**config.mk**
```make
export PLATFORM = sky130hd
export DESIGN_NAME = frac_n_pll_word_calc_top
export DESIGN_NICKNAME = d
export VERILOG_FILES = /design/src/design/pllwc_pkg.sv /design/src/design/pllwc_lane.sv /design/src/design/pllwc_merge.sv /design/src/design/frac_n_pll_word_calc_top.sv
export VERILOG_INCLUDE_DIRS = /design/src /design/src/design
export SDC_FILE = /design/constraint.sdc
export NUM_CORES = 2
export LEC_CHECK = 0
export ABC_CLOCK_PERIOD_IN_PS = 12000
export CELL_PAD_IN_SITES_DETAIL_PLACEMENT = 0
export CELL_PAD_IN_SITES_GLOBAL_PLACEMENT = 1
export CORE_MARGIN = 5
export CORE_UTILIZATION = 50
export CTS_BUF_LIST = sky130_fd_sc_hd__clkbuf_4 sky130_fd_sc_hd__clkbuf_8 sky130_fd_sc_hd__clkbuf_16
export CTS_CLUSTER_DIAMETER = 40
export CTS_CLUSTER_SIZE = 25
export DETAILED_ROUTE_END_ITERATION = 6
export DONT_BUFFER_PORTS = 1
export PLACE_DENSITY_LB_ADDON = 0.1
export SLEW_MARGIN = 20
export SYNTH_ARGS = -nofsm -noshare
export SYNTH_HDL_FRONTEND = slang
export SYNTH_SLANG_ARGS = --single-unit
```
**constraint.sdc**
```tcl
create_clock -name i_clk -period 12 [get_ports i_clk]
set_input_delay 0 -clock i_clk [delete_from_list [all_inputs] [get_ports i_clk]]
set_output_delay 0 -clock i_clk [all_outputs]
set_load 0.05 [all_outputs]
```
**src/design/frac_n_pll_word_calc_top_assert.svh**
```systemverilog
// assertion macros shared by the lane and merge design files
`ifndef FRAC_N_PLL_WORD_CALC_TOP_ASSERT_SVH
`define FRAC_N_PLL_WORD_CALC_TOP_ASSERT_SVH

`ifndef NO_ASSERTIONS
`define PLLWC_ASSERT(lbl, clk, rst_n, prop) \
    lbl: assert property (@(posedge clk) disable iff (!rst_n) prop) \
        else $error("pllwc assertion failed");
`define PLLWC_ASSERT_ALWAYS(lbl, clk, prop) \
    lbl: assert property (@(posedge clk) prop) \
        else $error("pllwc assertion failed");
`else
`define PLLWC_ASSERT(lbl, clk, rst_n, prop)
`define PLLWC_ASSERT_ALWAYS(lbl, clk, prop)
`endif

`endif

```
**src/design/pllwc_pkg.sv**
```systemverilog
`default_nettype none

package pllwc_pkg;

    localparam int FREQ_W = 33;
    localparam int REF_W  = 27;
    localparam int VCO_W  = 34;
    localparam int INT_W  = 11;
    localparam int FRAC_W = 23;
    localparam int CODE_W = 4;

    localparam logic [FRAC_W-1:0] FRAC_MODULUS = 23'h7FFFF1;
    localparam logic [7:0]        FRAC_SCALE   = 8'h80;

    localparam logic [REF_W-1:0] REF_FREQ_RST = 27'd40000000;
    localparam logic [VCO_W-1:0] VCO_MAX_RST  = 34'd12000000000;

    localparam logic CFG_REF_FREQ = 1'b0;
    localparam logic CFG_VCO_MAX  = 1'b1;

    typedef struct packed {
        logic              idle;
        logic              done;
        logic              err;
        logic [CODE_W-1:0] code;
        logic [INT_W-1:0]  int_word;
        logic [FRAC_W-1:0] frac_word;
    } t_lane_res;

endpackage

`default_nettype wire

```
**src/design/pllwc_lane.sv**
```systemverilog
`default_nettype none

`include "frac_n_pll_word_calc_top_assert.svh"

module pllwc_lane
    import pllwc_pkg::*;
(
    input  wire logic              i_clk,
    input  wire logic              i_rst_n,
    input  wire logic              i_start,
    input  wire logic [FREQ_W-1:0] i_freq,
    input  wire logic [REF_W-1:0]  i_ref,
    input  wire logic [VCO_W-1:0]  i_vco,
    input  wire logic              i_ack,
    output t_lane_res              o_res
);

    localparam logic [3:0] ST_IDLE = 4'd0;
    localparam logic [3:0] ST_SRCH = 4'd1;
    localparam logic [3:0] ST_CHK  = 4'd2;
    localparam logic [3:0] ST_IDIV = 4'd3;
    localparam logic [3:0] ST_MUL  = 4'd4;
    localparam logic [3:0] ST_FPRE = 4'd5;
    localparam logic [3:0] ST_FDIV = 4'd6;
    localparam logic [3:0] ST_FIN  = 4'd7;
    localparam logic [3:0] ST_DONE = 4'd8;

    localparam logic [4:0] MAX_SHIFT = 5'd16;

    logic [3:0]  r_state, n_state;
    logic [33:0] r_pll, n_pll;
    logic [4:0]  r_k, n_k;
    logic        r_err, n_err;
    logic [33:0] r_rem, n_rem;
    logic [36:0] r_div, n_div;
    logic [4:0]  r_cnt, n_cnt;
    logic [10:0] r_iq, n_iq;
    logic [49:0] r_num, n_num;
    logic [26:0] r_r, n_r;
    logic [29:0] r_sh, n_sh;
    logic [29:0] r_q, n_q;
    logic [22:0] r_frac, n_frac;

    logic [34:0] w_dbl;
    logic        w_dbl_ok;
    logic [37:0] w_lim;
    logic [36:0] w_remx, w_idiff;
    logic        w_ige;
    logic [49:0] w_prod;
    logic [27:0] w_t, w_refx, w_fdiff;
    logic        w_fge;
    logic [30:0] w_fsum;
    logic [4:0]  w_code;

    assign w_dbl    = {r_pll, 1'b0};
    assign w_dbl_ok = w_dbl <= {1'b0, i_vco};
    assign w_lim    = {i_ref, 11'b0};
    assign w_remx   = {3'b0, r_rem};
    assign w_idiff  = w_remx - r_div;
    assign w_ige    = w_remx >= r_div;
    assign w_prod   = {23'b0, r_rem[26:0]} * {27'b0, FRAC_MODULUS};
    assign w_t      = {r_r, r_sh[29]};
    assign w_refx   = {1'b0, i_ref};
    assign w_fdiff  = w_t - w_refx;
    assign w_fge    = w_t >= w_refx;
    assign w_fsum   = {1'b0, r_q} + 31'(FRAC_SCALE - 8'd1);
    assign w_code   = r_k - 5'd1;

    always_comb begin
        n_state = r_state;
        n_pll   = r_pll;
        n_k     = r_k;
        n_err   = r_err;
        n_rem   = r_rem;
        n_div   = r_div;
        n_cnt   = r_cnt;
        n_iq    = r_iq;
        n_num   = r_num;
        n_r     = r_r;
        n_sh    = r_sh;
        n_q     = r_q;
        n_frac  = r_frac;
        unique case (r_state)
            ST_IDLE: begin
                if (i_start) begin
                    n_pll = {1'b0, i_freq};
                    n_k   = '0;
                    n_err = (i_freq == '0);
                    n_state = (i_freq == '0) ? ST_DONE : ST_SRCH;
                end
            end
            ST_SRCH: begin
                if (w_dbl_ok) begin
                    if (r_k == MAX_SHIFT) begin
                        n_err   = 1'b1;
                        n_state = ST_DONE;
                    end else begin
                        n_pll = w_dbl[33:0];
                        n_k   = r_k + 5'd1;
                    end
                end else if (r_k == '0) begin
                    n_err   = 1'b1;
                    n_state = ST_DONE;
                end else begin
                    n_state = ST_CHK;
                end
            end
            ST_CHK: begin
                // integer word must fit in 11 bits, also catches a zero reference
                if ({4'b0, r_pll} >= w_lim) begin
                    n_err   = 1'b1;
                    n_state = ST_DONE;
                end else begin
                    n_rem   = r_pll;
                    n_div   = {i_ref, 10'b0};
                    n_cnt   = 5'd10;
                    n_iq    = '0;
                    n_state = ST_IDIV;
                end
            end
            ST_IDIV: begin
                if (w_ige) begin
                    n_rem = w_idiff[33:0];
                end
                n_iq  = {r_iq[9:0], w_ige};
                n_div = {1'b0, r_div[36:1]};
                n_cnt = r_cnt - 5'd1;
                if (r_cnt == '0) begin
                    n_state = ST_MUL;
                end
            end
            ST_MUL: begin
                n_num   = w_prod;
                n_state = ST_FPRE;
            end
            ST_FPRE: begin
                n_r     = r_num[49:23];
                n_sh    = {r_num[22:0], 7'b0};
                n_q     = '0;
                n_cnt   = 5'd29;
                n_state = ST_FDIV;
            end
            ST_FDIV: begin
                n_r   = w_fge ? w_fdiff[26:0] : w_t[26:0];
                n_sh  = {r_sh[28:0], 1'b0};
                n_q   = {r_q[28:0], w_fge};
                n_cnt = r_cnt - 5'd1;
                if (r_cnt == '0) begin
                    n_state = ST_FIN;
                end
            end
            ST_FIN: begin
                // round up to the 23-bit fraction
                n_frac  = w_fsum[29:7];
                n_state = ST_DONE;
            end
            ST_DONE: begin
                if (i_ack) begin
                    n_state = ST_IDLE;
                end
            end
            default: begin
                n_state = ST_IDLE;
            end
        endcase
    end

    always_ff @(posedge i_clk) begin
        if (!i_rst_n) begin
            r_state <= ST_IDLE;
        end else begin
            r_state <= n_state;
        end
        r_pll  <= n_pll;
        r_k    <= n_k;
        r_err  <= n_err;
        r_rem  <= n_rem;
        r_div  <= n_div;
        r_cnt  <= n_cnt;
        r_iq   <= n_iq;
        r_num  <= n_num;
        r_r    <= n_r;
        r_sh   <= n_sh;
        r_q    <= n_q;
        r_frac <= n_frac;
    end

    always_comb begin
        o_res.idle      = (r_state == ST_IDLE);
        o_res.done      = (r_state == ST_DONE);
        o_res.err       = r_err;
        o_res.code      = w_code[3:0];
        o_res.int_word  = r_iq;
        o_res.frac_word = r_frac;
    end

    `PLLWC_ASSERT(a_start_idle, i_clk, i_rst_n, i_start |-> (r_state == ST_IDLE))
    `PLLWC_ASSERT(a_shift_bound, i_clk, i_rst_n, (r_state == ST_SRCH) |-> (r_k <= MAX_SHIFT))
    `PLLWC_ASSERT(a_done_hold, i_clk, i_rst_n,
        (r_state == ST_DONE && !i_ack) |=> (r_state == ST_DONE))

endmodule

`default_nettype wire

```
**src/design/pllwc_merge.sv**
```systemverilog
`default_nettype none

`include "frac_n_pll_word_calc_top_assert.svh"

module pllwc_merge
    import pllwc_pkg::*;
(
    input  wire logic       i_clk,
    input  wire logic       i_rst_n,
    input  wire t_lane_res  i_rx,
    input  wire t_lane_res  i_tx,
    input  wire logic       i_tready,
    output logic            o_ack,
    output logic            o_tvalid,
    output logic [79:0]     o_tdata,
    output logic            o_tuser
);

    logic        r_valid;
    logic [79:0] r_data;
    logic        r_user;
    logic        w_err;

    assign w_err = i_rx.err | i_tx.err;
    assign o_ack = i_rx.done & i_tx.done & (!r_valid | i_tready);

    always_ff @(posedge i_clk) begin
        if (!i_rst_n) begin
            r_valid <= 1'b0;
        end else if (o_ack) begin
            r_valid <= 1'b1;
        end else if (i_tready) begin
            r_valid <= 1'b0;
        end
        if (o_ack) begin
            r_user <= w_err;
            if (w_err) begin
                r_data <= '0;
            end else begin
                r_data <= {4'b0, i_tx.frac_word, i_tx.int_word,
                           i_rx.frac_word, i_rx.int_word, i_tx.code, i_rx.code};
            end
        end
    end

    assign o_tvalid = r_valid;
    assign o_tdata  = r_data;
    assign o_tuser  = r_user;

    `PLLWC_ASSERT(a_ack_loads, i_clk, i_rst_n, o_ack |=> r_valid)
    `PLLWC_ASSERT(a_err_zero, i_clk, i_rst_n, (r_valid && r_user) |-> (r_data == '0))
    `PLLWC_ASSERT_ALWAYS(a_pad_zero, i_clk, r_valid |-> (r_data[79:76] == 4'b0))

endmodule

`default_nettype wire

```
**src/design/frac_n_pll_word_calc_top.sv**
```systemverilog
// fractional-n pll word calculator
// s_axis carries one request: rx and tx lo frequencies in hz. each request gives one
// result on m_axis: divider code byte, rx and tx integer and fractional words, and
// range_error in tuser (all words zero when it is set).
// the cfg write channel sets ref_freq (index 0) and vco_max_freq (index 1); it is
// always ready and should only be written while no request is in flight.
// rx and tx run in two lanes side by side, each with a shift search for the vco
// divider, an 11-step integer divider, one multiply and a 30-step
// fractional divider; a merge stage packs both into the output register.
// a new request is taken only after both lanes have handed their results to the
// merge stage and returned to idle.
// s_axis_tready is high while both lanes are free; a finished result waiting in the
// output register does not block the next request, but lanes hold their result
// when the receiver stalls with the output register still full.
// reset (synchronous, active low) empties the lanes and output register and loads
// ref_freq = 40 mhz and vco_max_freq = 12 ghz.
`default_nettype none

module frac_n_pll_word_calc_top
    import pllwc_pkg::*;
(
    input  wire logic        i_clk,
    input  wire logic        i_rst_n,
    input  wire logic        s_axis_tvalid,
    output logic             s_axis_tready,
    input  wire logic [71:0] s_axis_tdata,   // rx_freq[32:0], tx_freq[65:33], zero pad
    output logic             m_axis_tvalid,
    input  wire logic        m_axis_tready,
    output logic [79:0]      m_axis_tdata,   // divider_code[7:0], rx_int_word[18:8],
                                             // rx_frac_word[41:19], tx_int_word[52:42],
                                             // tx_frac_word[75:53], zero pad
    output logic             m_axis_tuser,   // range_error
    input  wire logic        i_cfg_valid,
    output logic             o_cfg_ready,
    input  wire logic        i_cfg_index,
    input  wire logic [33:0] i_cfg_data
);

    logic [REF_W-1:0] r_ref_freq;
    logic [VCO_W-1:0] r_vco_max;
    logic             w_start;
    t_lane_res        w_rx_res;
    t_lane_res        w_tx_res;
    logic             w_ack;

    assign o_cfg_ready = 1'b1;

    always_ff @(posedge i_clk) begin
        if (!i_rst_n) begin
            r_ref_freq <= REF_FREQ_RST;
            r_vco_max  <= VCO_MAX_RST;
        end else if (i_cfg_valid) begin
            unique case (i_cfg_index)
                CFG_REF_FREQ: r_ref_freq <= i_cfg_data[26:0];
                CFG_VCO_MAX:  r_vco_max  <= i_cfg_data;
                default:      r_vco_max  <= r_vco_max;
            endcase
        end
    end

    assign s_axis_tready = w_rx_res.idle & w_tx_res.idle;
    assign w_start       = s_axis_tvalid & s_axis_tready;

    pllwc_lane u_rx_lane (
        .i_clk   (i_clk),
        .i_rst_n (i_rst_n),
        .i_start (w_start),
        .i_freq  (s_axis_tdata[32:0]),
        .i_ref   (r_ref_freq),
        .i_vco   (r_vco_max),
        .i_ack   (w_ack),
        .o_res   (w_rx_res)
    );

    pllwc_lane u_tx_lane (
        .i_clk   (i_clk),
        .i_rst_n (i_rst_n),
        .i_start (w_start),
        .i_freq  (s_axis_tdata[65:33]),
        .i_ref   (r_ref_freq),
        .i_vco   (r_vco_max),
        .i_ack   (w_ack),
        .o_res   (w_tx_res)
    );

    pllwc_merge u_merge (
        .i_clk    (i_clk),
        .i_rst_n  (i_rst_n),
        .i_rx     (w_rx_res),
        .i_tx     (w_tx_res),
        .i_tready (m_axis_tready),
        .o_ack    (w_ack),
        .o_tvalid (m_axis_tvalid),
        .o_tdata  (m_axis_tdata),
        .o_tuser  (m_axis_tuser)
    );

endmodule

`default_nettype wire

```
== Yosys cells after proc, flatten, opt, wreduce, memory -nomap -nowiden ==
Cells that the tools add are included.
W data, S select, Z words.

* $add $sub $neg: 12
* Multipliers: 2
* Equality and inequality tests: 40
* Mux-type cells: 74
* Bitwise gates (word level): 7
* Reduce and logical (&&, ||, !) cells: 36
* Order comparisons: 8

{| class="wikitable"
|+ Operators by type and width
! operator !! number
|-
| $mux W34 || 10
|-
| $pmux W34 S2 || 4
|-
| $pmux W30 S2 || 4
|-
| $pmux W37 S2 || 2
|-
| $pmux W27 S2 || 2
|-
| $mul A27 B23 Y50 const B || 2
|-
| $ge A34 B38 Y1 || 2
|-
| $ge A34 B37 Y1 || 2
|-
| $mux W37 || 2
|-
| $pmux W4 S9 || 2
|-
| $le A35 B34 Y1 || 2
|-
| $mux W4 || 17
|-
| $sub A34 B34 Y34 || 2
|-
| $logic_not A33 Y1 || 2
|-
| $add A30 B7 Y30 const B || 2
|-
| $ge A28 B27 Y1 || 2
|-
| $mux W27 || 2
|-
| $sub A27 B27 Y27 || 2
|-
| $pmux W11 S2 || 2
|-
| $mux W5 || 7
|-
| $eq A4 B3 Y1 const B || 8
|-
| $pmux W5 S3 || 2
|-
| $ne A2 B1 Y1 const B || 12
|-
| $mux W11 || 2
|-
| 26 further kinds || 83
|}

* Bits of input ports: 112
* Bits in registers: 725
* Output and inout bits: 84

== Depth between registers and ports, before layout ==
* Word-level depth: 5
* Depth in mapped cells: 26

== By module ==
From an unflattened synthesis, not the netlist that was laid out.

* Cells, all modules: 5685
* Area total of the unflattened synthesis: 58986.6 µm²

{| class="wikitable"
|+ By module, submodules not included
! module !! area an instance (µm²) !! cells each !! seq. area each (µm²) !! times used
|-
| pllwc_lane at u_rx_lane || 26940.8 || 2657 || 8488.1 || 1
|-
| pllwc_lane at u_tx_lane || 26695.6 || 2597 || 8488.1 || 1
|-
| pllwc_merge || 2936.6 || 173 || 2332.2 || 1
|-
| frac_n_pll_word_calc_top || 2413.6 || 258 || 1221.2 || 1
|}

== Least setup slack after synthesis ==
OpenSTA, ideal clock, no wires.

* Path kind: reg2reg
* Start point: register u_rx_lane.r_rem[0]
* End point: register u_rx_lane.r_num[48] (data pin)
* Arrival time: 6.618 ns
* Setup time: 0.261 ns
* Slack: 5.121 ns
* Required time: 11.739 ns
* Stages on the path, launching flop included: 23
* Path buffers: 1
* Cells stage by stage: edfxtp_1 fa_1 inv_1 fa_1 fa_1 inv_1 fa_1 fa_1 fa_1 inv_1 fa_1 inv_1 ha_1 buf_2 nand4_1 or2_2 o311ai_1 a21oi_1 a311oi_1 a21o_1 a21o_1 a41oi_1 a21boi_1

* Cells in the longest elaborated chain, start to end: 1

{| class="wikitable"
|+ RTL lines
! element !! RTL line !! source
|-
| start, declared || pllwc_lane.sv:34 || <nowiki>logic [33:0] r_rem, n_rem;</nowiki>
|-
| start signal, assigned || pllwc_lane.sv:177 || <nowiki>r_rem <= n_rem;</nowiki>
|-
| $mul A27 B23 Y50 || pllwc_lane.sv:61 || <nowiki>assign w_prod = {23'b0, r_rem[26:0]} * {27'b0, FRAC_MODULUS};</nowiki>
|-
| named net u_rx_lane.w_prod[48] || pllwc_lane.sv:49 || <nowiki>logic [49:0] w_prod;</nowiki>
|-
| end signal, assigned || pllwc_lane.sv:181 || <nowiki>r_num <= n_num;</nowiki>
|-
| end, declared || pllwc_lane.sv:38 || <nowiki>logic [49:0] r_num, n_num;</nowiki>
|}

The timed path passes the listed nets, and every way through them passes these cells.
A chain may end at the register's enable or synchronous reset.

== Final worst setup path ==
* Start point: register u_rx_lane.r_rem[0]
* End point: register u_rx_lane.r_num[46] (data pin)

Same word-level chain as after synthesis.

==> impl_metrics.env <==
export IMPL_dieArea_sq_um=123000
export IMPL_netlist_area_leader_share_pct=33.0
export IMPL_synthMuxAreaShare_pct=0.797
export IMPL_ios=196
export IMPL_relSlewSlack_pct=28.6
export IMPL_yosys_area_share_simple_pct=12.1
export IMPL_drc=0
export IMPL_synth_area_leaders="edfxtp_1, fa_1, ha_1"
export IMPL_cpMaxStageDelayCell="a311oi_1"
export IMPL_worst_ep_arrival_time_ns=8.63
export IMPL_synth_cell_types=90
export IMPL_ctsLongestPathBuffers=3
export IMPL_dp_hpwl_um=121000
export IMPL_ys_seq_area_share_pct=35.4
export IMPL_synth_cell_area_sq_um=57900
export IMPL_rsz0062_at_grt="false"
export IMPL_synth_top_cell_by_area="edfxtp_1"
export IMPL_antenna_found_initial=6
export IMPL_first_iter_violations=2429
export IMPL_hold_ws_ns=0.0369
export IMPL_drive_above_1_share_pct=5.47
export IMPL_drt_wl_total_um=156000
export IMPL_synth_xor_area_share_pct=3.76
export IMPL_grt_usage_pct=25.8
export IMPL_fin_worst_skew_ns=0.0951
export IMPL_root_buffer="clkbuf_16"
export IMPL_crit_type="flip-flop to flip-flop"
export IMPL_synth_warnings=0
export IMPL_critical_path_top_delay_family="adder cells"
export IMPL_synthMostInstantiatedCell="inv_1"
export IMPL_numClockSinks=707
export IMPL_post_cts_buffers=0
export IMPL_nets=6956
export IMPL_cp_max_fo=9
export IMPL_initial_core_util_pct=50.5
export IMPL_cts_resized=0
export IMPL_synth_seq_cells=707
export IMPL_slew_viol_final=0
export IMPL_grt_max_degree=85
export IMPL_critPathMaxStageDelay_ns=0.91
export IMPL_synth_top_family_by_area="adder cells"
export IMPL_max_freq_mhz=122
export IMPL_crit_path_frequent_cell="fa_1"
export IMPL_ys_flop_type="edfxtp_1"
export IMPL_syn_instance_count=5528
export IMPL_yosys_top_cells_count="inv_1, nand2_1, edfxtp_1"
export IMPL_synth_async_reset_ratio_pct=0
export IMPL_ant_nets=0
export IMPL_syn_to_final_growth_pct=13.4
export IMPL_path_cells="fa_1, inv_1, fa_1, fa_1, inv_1, fa_1, fa_1, fa_1, inv_1, fa_1, inv_1, ha_1, nand4_1, or2_2, o311ai_1, a21oi_1, a311oi_1, nand2b_1, o21ai_0, a21oi_1, xnor2_1"
export IMPL_cts_tree="done"
export IMPL_dr_pass1_iters=5
export IMPL_drv_cap=0
export IMPL_rows=124
export IMPL_die_w_um=350
export IMPL_path_buf_inv=4
export IMPL_die_y_um=350
export IMPL_utilization_pct=57.3
export IMPL_fillers=10000
export IMPL_routedWlPerCell_um=21.2
export IMPL_report_final_hold_viol_count=0
export IMPL_fin_crit_sh_pct=68.4
export IMPL_setup_viol=0
export IMPL_via_count=40500
export IMPL_period_needed_ns=8.20
export IMPL_clkLatencyLatePin_ns=0.77
export IMPL_syn_area_per_cell_sq_um=10.5
export IMPL_synth_compound_area_share_pct=10.6
export IMPL_totalNegativeSetupSlack_ns=0
export IMPL_synth_edf_count=637
export IMPL_status="complete, no violations"
export IMPL_cts_hold_buffers_added=199
export IMPL_critPathRequiredTime_ns=12.43
export IMPL_hp_class="primary input to flip-flop"
export IMPL_place_ws_ns=3.78
export IMPL_grt_pass1_vias=41800
export IMPL_portBuffers=0
export IMPL_htree_levels=3
export IMPL_numCtsBuffers=111
export IMPL_place_gp_congestion=0.931
export IMPL_startpoint_type="flip-flop"
export IMPL_worst_slack_ns=3.80
export IMPL_grt_pass1_wl_um=244000
export IMPL_worst_pin_slew_ns=1.07
export IMPL_overflow=0
export IMPL_coreArea_sq_um=115000
export IMPL_vias_per_cell=5.52
export IMPL_cp_end_kind="flip-flop"
export IMPL_path_clk_slew_ns=0.05
export IMPL_synthAdderAreaFrac_pct=31.1
layout make-up:
| class | instances | area (sq um) | area share, % |
|---|---|---|---|
| multi-input combinational | 3893 | 34000 | 51.7 |
| sequential | 707 | 20500 | 31.3 |
| inverter | 772 | 2900 | 4.41 |
| clock buffer | 118 | 2830 | 4.31 |
| timing repair buffer | 244 | 2350 | 3.58 |
| tap | 1512 | 1890 | 2.88 |
| clock inverter | 94 | 1190 | 1.81 |
| antenna | 4 | 10.0 | 0.0152 |
worst min-delay path, delay by kind of cell:
family,cells,cell delay (ns)
buffers and inverters,1,0.53
AND/OR/NAND/NOR,2,0.12
cell usage in the layout (no fill, tap or decap), types with 22 or more instances in the layout:
cell type,count
edfxtp_1,637
buf_4,44
dfxtp_1,70
nor4_1,32
nand3_1,73
nor2b_1,44
o21ai_1,22
o211ai_1,37
o21a_1,38
xor2_1,82
nand2b_1,33
dlygate4sd3_1,198
mux2i_1,45
and3_1,32
fa_1,542
a31oi_1,23
xnor2_1,167
nor3_1,65
nor2_1,180
and2_1,163
a21o_1,147
a21oi_1,259
ha_1,573
clkbuf_16,111
nand4_1,55
o21ai_0,260
nand2_1,729
inv_1,770
a211oi_1,23
stage by stage:
step | cell area [sq um] | std cells
floorplan | 57900 | 5531
global placement | 59600 | 6928
detailed placement | 59600 | 6928
CTS | 65700 | 7339
global route | 65700 | 7341
finish | 65700 | 7344
sequential cells by signal (all words and copies together), names as in the netlist, 27 cells and up:
register	flops
r_vco_max	34
u_rx_lane.r_pll	34
u_tx_lane.r_pll	34
u_rx_lane.r_div	37
u_rx_lane.r_rem	34
u_rx_lane.r_r	27
u_tx_lane.r_q	30
u_rx_lane.r_num	50
u_tx_lane.r_rem	34
u_tx_lane.r_div	37
r_ref_freq	27
u_merge.o_tdata	76
u_tx_lane.r_num	50
u_tx_lane.r_r	27
u_rx_lane.r_q	30
cells by family (layout without fill, tap and decap cells):
logic type,count (synthesis),count (layout)
and+or+nand+nor,1505,1505
adders and majority gates,1115,1115
AOI/OAI and AO/OA,973,973
buffers and inverters,931,1228
DFF,707,707
xor gates and xnor gates,249,249
muxes,46,46
other,2,9
layer usage:
layer / global-route usage, % / share of wire, % / vias up
li1: - / - / 19300
met1: 34.4 / 43 / 20000
met2: 43.9 / 48 / 986
met3: 4.01 / 5.2 / 279
met4: 7.78 / 3.4 / 2
met5: 0 / 0.0083 / -
final timing paths:
path	from	to	slack, ns	depth (start not counted)
setup / recovery	u_rx_lane.r_rem[0]	u_rx_lane.r_num[46]	3.80	21
hold reg to reg	r_ref_freq[20]	r_ref_freq[20]	0.45	2
setup reg to reg	u_rx_lane.r_rem[0]	u_rx_lane.r_num[46]	3.80	21
hold / removal	s_axis_tdata[5]	u_rx_lane.r_pll[5]	0.04	3
Power is not shown: default switching activity piles up to over one toggle a cycle in this logic, so the estimate is an artifact.
